==> src/rtl/psa_pkg.sv <==
// shared types and constants of the preferential attachment sampler
// used by psa_ctrl, psa_datapath and preferential_attachment_sampler_top
// no dependencies
package psa_pkg;

  // fixed field widths
  localparam int RAND_W      = 32;
  localparam int NODE_FIELD_W = 10;
  localparam int SEED_W      = 5;
  localparam int EDGES_W     = 5;
  localparam int TOTAL_W     = 11;
  localparam int CFG_DATA_W  = 11;
  localparam int CFG_INDEX_W = 2;
  localparam int OUT_DATA_W  = 24;

  // register clamp limits
  localparam int SEED_MIN  = 2;
  localparam int SEED_MAX  = 16;
  localparam int EDGES_MIN = 1;
  localparam int EDGES_MAX = 16;
  localparam int TOTAL_MIN = 3;

  // register indexes
  localparam logic [CFG_INDEX_W-1:0] REG_SEED_COUNT = 2'd0;
  localparam logic [CFG_INDEX_W-1:0] REG_EDGES      = 2'd1;
  localparam logic [CFG_INDEX_W-1:0] REG_NODE_TOTAL = 2'd2;

  // register reset values
  localparam logic [SEED_W-1:0]  SEED_RESET  = 5'd3;
  localparam logic [EDGES_W-1:0] EDGES_RESET = 5'd2;
  localparam logic [TOTAL_W-1:0] TOTAL_RESET = 11'd1024;

  typedef enum logic [2:0] {
    ST_IDLE,
    ST_MULT,
    ST_SCAN,
    ST_WR_CHOSEN,
    ST_COMMIT
  } state_t;

  // controller to datapath commands
  typedef struct packed {
    logic reseed;
    logic load_item;
    logic start_scan;
    logic scan_en;
    logic wr_chosen;
    logic commit;
  } cmd_t;

  // datapath to controller status
  typedef struct packed {
    logic scan_done;
  } status_t;

endpackage

==> src/rtl/psa_ctrl.sv <==
// controller state machine of the preferential attachment sampler
// sequences threshold multiply, degree scan, memory updates and result handoff
// depends on psa_pkg
module psa_ctrl (
  input  logic             clk,
  input  logic             rst,
  input  logic             in_valid,
  output logic             in_ready,
  input  logic             reseed_req,
  input  logic             out_free,
  input  psa_pkg::status_t status,
  output psa_pkg::cmd_t    cmd
);

  psa_pkg::state_t state;
  psa_pkg::state_t state_next;

  always_ff @(posedge clk) begin
    if (rst) begin
      state <= psa_pkg::ST_IDLE;
    end else begin
      state <= state_next;
    end
  end

  always_comb begin
    state_next = state;
    cmd        = '0;
    in_ready   = 1'b0;
    unique case (state)
      psa_pkg::ST_IDLE: begin
        cmd.reseed = reseed_req;
        in_ready   = !reseed_req;
        if (in_valid && !reseed_req) begin
          cmd.load_item = 1'b1;
          state_next    = psa_pkg::ST_MULT;
        end
      end
      psa_pkg::ST_MULT: begin
        cmd.start_scan = 1'b1;
        state_next     = psa_pkg::ST_SCAN;
      end
      psa_pkg::ST_SCAN: begin
        cmd.scan_en = 1'b1;
        if (status.scan_done) begin
          state_next = psa_pkg::ST_WR_CHOSEN;
        end
      end
      psa_pkg::ST_WR_CHOSEN: begin
        cmd.wr_chosen = 1'b1;
        state_next    = psa_pkg::ST_COMMIT;
      end
      psa_pkg::ST_COMMIT: begin
        // hold here until the output register can take the result
        if (out_free) begin
          cmd.commit = 1'b1;
          state_next = psa_pkg::ST_IDLE;
        end
      end
      default: begin
        state_next = psa_pkg::ST_IDLE;
      end
    endcase
  end

endmodule

==> config.mk <==
export PLATFORM = sky130hd
export DESIGN_NAME = psa_ctrl
export DESIGN_NICKNAME = d
export VERILOG_FILES = /design/src/rtl/psa_pkg.sv /design/src/rtl/psa_ctrl.sv
export SDC_FILE = /design/constraint.sdc
export NUM_CORES = 1
export LEC_CHECK = 0
export BUFFER_PORTS_ARGS = -buffer_cell sky130_fd_sc_hd__buf_2
export CELL_PAD_IN_SITES_DETAIL_PLACEMENT = 0
export CELL_PAD_IN_SITES_GLOBAL_PLACEMENT = 1
export CORE_AREA = 10 10 47 49
export CTS_CLUSTER_DIAMETER = 40
export DETAILED_ROUTE_END_ITERATION = 6
export DIE_AREA = 0 0 57 59
export PLACE_DENSITY_LB_ADDON = 0.1
export SLEW_MARGIN = 5
export SYNTH_ARGS = -nofsm -noshare
export SYNTH_HDL_FRONTEND = slang
export SYNTH_SLANG_ARGS = --single-unit
==> constraint.sdc <==
create_clock -name clk -period 1.3 [get_ports clk]
set_input_delay 0.065 -clock clk [delete_from_list [all_inputs] [get_ports clk]]
set_output_delay 0.065 -clock clk [all_outputs]
set_load 0.02 [all_outputs]
==> out/metrics.yaml, run 1 <==
clock_tree:
  insertion_delay_ns: 0.23
  htreeDepth: 1
  path_clk_slew_ns: 0.04
  cts.path.max_buffers: 2
  hold_buffers: 0
  cts_tree: "done"
  root_buffer: "clkbuf_4"
  cts_buffers: 3
  cts_sinks: 3
  post_cts_buffers: 0
finish:
  synthToLayoutAreaGrowth_pct: 60.2
  fin_util_pct: 23.0
  largest-register: "state"
  top_regs: "state: 3 flops"
  antenna_cells: 0
  drive_gt1_share_pct: 71.4
  largest_reg_flops: 3
  nets: 42
  final_cells: 51
floorplan:
  die-area_sq_um: 3360
  die_x_um: 57
  initial_core_util_pct: 14.4
  die_height_um: 59
  num_rows: 14
  core-area_sq_um: 1400
  pin_count: 13
global_routing:
  grt_use_met2_pct: 6.20
  grt_pass1_wl_um: 993
  grt_busiest_layer: "met2"
  grt_max_degree: 10
  met3_usage_pct: 1.93
  use_met1_pct: 3.42
  antenna_found_initial: 0
  grt_pass1_vias: 237
  grt_usage_pct: 4.14
  grt-ovfl-total: 0
setup_path:
  crit_family: "simple AND/OR/NAND/NOR gates"
  path_buf_inv: 1
  slowest_delay_ns: 0.34
  end_kind: "primary output"
  crit_type: "flop to primary output"
  cp_cell_sequence: "nor4_4 > and2_4 > buf_6"
  path_max_fanout: 5
  ff2ff_setup_slack_ns: 0.11
  crit_arrival_ns: 1.14
  worstSetupStartpointType: "flop"
  worstPathRequired_ns: 1.24
  slowest_stage: "dfxtp_2"
yosys:
  synth_cell_type_count: 15
  ys_seq_area_share_pct: 29.8
  syn_area_per_cell_sq_um: 9.16
  syn_area_sq_um: 201
  synth_nets: 28
  ys_warn_count: 0
  synth_cells: 22
  ys_ff_latch: 3
timing:
  max_slew_margin_pct: 81.9
  setup_viol: 0
  post-route-period-util_pct: 92.8
  hold_violations: 0
  clock.fmax_mhz: 829
  tns_ns: 0
  rsz0062_at_grt: "no"
  postLayoutSetupSlackWorst_ns: 0.0936
  tightest_slew_ns: 0.267
  skew_ns: 0.00392
  min_period_ns: 1.21
  drv_slew: 0
power_and_ir_drop:
  switching_share_pct: 28.4
  pwr-share-comb_pct: 24.1
  p_int_w: 0.000258
  seqPwrFrac_pct: 31.1
  peakVddDrop_uv: 363
  p_leak_nw: 0.141
  power.clock.fraction_pct: 44.8
  power_density_nw_per_um2: 1120
  power_switching_w: 0.000102
place:
  place_ws_ns: 0.170
  placed_cells: 48
  io_buffers: 12
  gp_congestion: 0.581
  place_hpwl_um: 520
outcome:
  status: "complete, no violations"
route:
  avgViaCountPerCell: 4.18
  ant_nets: 0
  firstDrtPassIters: 1
  dr_total_vias: 213
  drt_iter0_markers: 0
  wl_per_cell_um: 12.4
  drc_errors: 0
  wl_um: 630
job:
  cap_violations: 0
worst_hold_path:
  hold_path.class: "input pin to flop"
[stage by stage]
step	hold slack (ns)	instance area, sq um	power, W
6_report	0.0332	323	0.000360
5_1_grt	0.0362	323	0.000387
4_1_cts	0.0254	325	0.000371
3_5_place_dp	0.277	292	0.000199
3_3_place_gp	0.265	292	0.000199
2_1_floorplan	0.134	223	0.000169
[placed cells by master (no fill, tap or decap), drive strengths merged]
cell type,instances
a2111oi,1
and2,1
and3b,1
buf,13
clkbuf,4
dfxtp,3
nand2,2
nor3,2
nor3b,2
nor4,1
nor4b,2
o21ba,1
or3b,1
xnor2,1
[routing by layer]
metal  vias up  part of all wire [%]
met1        97                    41
met3         2                   5.6
met5         -                     0
met4         0                   4.3
met2         9                    49
li1        105                     -
[worst paths after layout]
check                              start       end  depth (start not counted)
worst max-delay path            state[1]    cmd[4]                          3
worst min-delay path                 rst  state[0]                          2
worst max register to register  state[1]  state[0]                          2
worst min register to register  state[1]  state[0]                          2
[final cells by class]
type,instances,area [sq um]
Sequential cell,3,63.8
Multi-Input combinational cell,15,139
Fill cell,168,1080
Tap cell,16,20.0
Timing Repair Buffer,13,73.8
Clock buffer,4,26.3
[synthesized netlist by cell type]
master     count  area, sq um
buf_4          1         7.51
xnor2_1        1         8.76
and2_1         1         6.26
o21ba_2        1         10.0
nor3b_1        2         15.0
nor3_1         2         10.0
or3b_1         1         8.76
and3b_2        1         10.0
dfxtp_1        3         60.1
nand2_1        2         7.51
a2111oi_2      1         15.0
nor4b_1        2         17.5
buf_6          1         11.3
nor4_1         1         6.26
clkbuf_1       2         7.51
[logic make-up after synthesis]
logic type | after synthesis | share of synthesized area, %
buf+inv | 4 | 13.0
xor+xnor | 1 | 4.35
flops | 3 | 29.8
simple gates | 12 | 40.4
compound gates | 2 | 12.4
[what timing repair did]
item,4_1_cts,5_1_grt
pin swaps,2,2
gates resized for setup,3,3
setup endpoints to repair,1,3
[power groups by stage]
stage               clock [W]  combinational [W]  sequential (W)
global route         0.000179          0.0000949        0.000113
finish               0.000162          0.0000868        0.000112
detailed placement          0          0.0000899        0.000109
floorplan                   0          0.0000679        0.000101
CTS                  0.000169          0.0000937        0.000108
global placement            0          0.0000897        0.000109
(Power assumes the default switching activity.)
==> run 2: changes to the inputs <==
Settings changed: ABC_AREA set to 1, SKIP_CTS_REPAIR_TIMING set to 1.
==> out/metrics.yaml, run 2 <==
setup_path:
  worstPathRequired_ns: 1.24
  crit_type: "flop to primary output"
  reg2reg_depth: 5
  slowest_stage: "dfxtp_1"
  ff2ff_setup_slack_ns: 0.37
  cp_cell_sequence: "inv_1 > nor4_1 > buf_2"
  path_buf_inv: 2
  reg2reg_from: "state[0]"
  path_max_fanout: 3
  slowest_delay_ns: 0.39
  crit_family: "flip-flops"
  path_depth: 3
  crit_arrival_ns: 1.16
  worstSetupStartpointType: "flop"
  r2r_end: "state[0]"
  end_kind: "primary output"
global_routing:
  grt_use_met2_pct: 5.74
  grt_pass1_wl_um: 1060
  use_met1_pct: 4.15
  grt_max_degree: 7
  grt-ovfl-total: 0
  grt_busiest_layer: "met2"
  grt_pass1_vias: 257
  met3_usage_pct: 2.58
  antenna_found_initial: 0
  grt_usage_pct: 4.15
route:
  avgViaCountPerCell: 3.88
  dr_total_vias: 256
  ant_nets: 0
  wl_um: 625
  drc_errors: 0
  drt_iter0_markers: 2
  wl_per_cell_um: 9.47
  firstDrtPassIters: 2
floorplan:
  die-area_sq_um: 3360
  initial_core_util_pct: 14.9
  core-area_sq_um: 1400
  pin_count: 13
  die_height_um: 59
  num_rows: 14
  die_x_um: 57
timing:
  skew_ns: 0.00423
  min_period_ns: 1.23
  post-route-period-util_pct: 94.4
  tightest_slew_ns: 0.220
  max_slew_margin_pct: 85.2
  drv_slew: 0
  setup_viol: 0
  clock.fmax_mhz: 815
  hold_violations: 0
place:
  io_buffers: 12
  placed_cells: 61
  place_hpwl_um: 525
  gp_congestion: 0.727
yosys:
  synth_edf_count: 0
  syn_area_per_cell_sq_um: 6.15
  ys_ff_latch: 3
  synth_cells: 34
  yosys-top-cells-area: "dfxtp_1 29%, inv_1 14%, nor2_1 11%"
  synth_cell_type_count: 13
  syn_area_sq_um: 209
  yosysMostFrequentCell: "inv_1"
  ys_warn_count: 0
  synth_top_area_share_pct: 28.7
  synth_common_cells: "8 x inv_1, 6 x nor2_1, 5 x nand2_1"
  ys_seq_area_share_pct: 28.7
  synth.largest_area_cell: "dfxtp_1"
  ys.flop_type: "dfxtp_1"
  synth_nets: 40
  synthArstFlopShare_pct: 0
finish:
  layout_commonest_cell: "buf_2"
  largest-register: "state"
  fillCellCount: 173
  largest_reg_flops: 3
  fin_util_pct: 23.2
  synthToLayoutAreaGrowth_pct: 55.7
  nets: 57
  final_cell_mix: "11 x buf_2, 8 x inv_1, 6 x nor2_1"
  antenna_cells: 0
  final_cells: 66
  top_regs: "state: 3 flops"
  drive_gt1_share_pct: 40.0
outcome:
  status: "complete, no violations"
clock_tree:
  root_buffer: "clkbuf_4"
  cts_tree: "done"
  insertion_delay_ns: 0.24
  cts.path.max_buffers: 2
  htreeDepth: 1
  cts_sinks: 3
  cts_buffers: 3
  path_clk_slew_ns: 0.04
worst_hold_path:
  hold_path.class: "input pin to flop"
  hold_start: "status"
  holdPathStages: 5
  holdPathEnd: "state[0]"
power_and_ir_drop:
  seqPwrFrac_pct: 25.8
  peakVddDrop_uv: 624
  p_int_w: 0.000301
  pwr-share-comb_pct: 39.7
  power.clock.fraction_pct: 34.5
  switching_share_pct: 40.6
  fin_total_pwr_w: 0.000506
  power_density_nw_per_um2: 1560
  p_leak_nw: 0.197
  power_switching_w: 0.000206
job:
  cap_violations: 0
-- run 2: cell count changes after synthesis, moves of 2 or more --
cell | previous run | this run
inv_1 | 0 | 8
nor2_1 | 0 | 6
nand2_1 | 2 | 5
nand3_1 | 0 | 3
clkbuf_1 | 2 | 0
nand3_2 | 0 | 2
nor3_1 | 2 | 0
nor3b_1 | 2 | 0
nor4b_1 | 2 | 0
-- run 2: routing by layer --
layer  part of all wire [%]  vias to the layer above
li1                       -                      134
met1                     39                      111
met2                     49                        8
met3                     10                        3
met4                    1.9                        0
met5                      0                        -
-- run 2: worst min-delay path, cell delays in order --
cell and delay (ns):
buf_2 0.09, inv_1 0.05, nand2_2 0.05, nand3_1 0.06
nor2_1 0.04
-- run 2: stage by stage --
step | hold WS, ns | area (sq um) | worst slack (ns) | TNS, ns
after floorplan | 0.134 | 209 | 0.144 | 0
after global placement | 0.238 | 282 | 0.336 | 0
after detailed placement | 0.238 | 282 | 0.315 | 0
after CTS | -0.0199 | 308 | 0.0532 | 0
after global routing | 0.184 | 325 | -0.00229 | -0.00229
final | 0.160 | 325 | 0.0728 | 0
-- run 2: power by group through the flow --
| stage | clock network (W) | registers [W] | logic [W] |
|---|---|---|---|
| 3_3_place_gp | 0 | 0.000130 | 0.000197 |
| 4_1_cts | 0.000181 | 0.000128 | 0.000196 |
| 6_report | 0.000175 | 0.000131 | 0.000201 |
| 2_1_floorplan | 0 | 0.000124 | 0.000142 |
| 3_5_place_dp | 0 | 0.000130 | 0.000196 |
| 5_1_grt | 0.000194 | 0.000135 | 0.000228 |
-- run 2: worst max-delay path by stage --
| stage | startpoint | endpoint | slack [ns] |
|---|---|---|---|
| floorplan | state[2] | cmd[0] | 0.14 |
| global placement | state[0] | state[0] | 0.34 |
| detailed placement | state[0] | cmd[4] | 0.32 |
| CTS | state[0] | cmd[4] | 0.05 |
| global route | state[2] | cmd[0] | -0.002 |
| finish | state[2] | cmd[0] | 0.07 |
-- run 2: logic make-up (layout without fill, tap and decap cells) --
| logic type | count (synthesis) | after routing | share of synthesized area (%) |
|---|---|---|---|
| flip-flops | 3 | 3 | 28.7 |
| AND/OR/NAND/NOR | 19 | 19 | 45.5 |
| buffers and inverters | 10 | 26 | 19.8 |
| AO/OA/AOI/OAI | 2 | 2 | 5.99 |
-- run 2: area by class of cell --
| type | count | area [sq um] | area share (%) |
|---|---|---|---|
| clock buffer | 4 | 26.3 | 8.08 |
| inverter | 9 | 33.8 | 10.4 |
| multi-input combinational | 21 | 113 | 34.6 |
| sequential | 3 | 60.1 | 18.5 |
| tap | 16 | 20.0 | 6.15 |
| timing repair buffer | 13 | 72.6 | 22.3 |
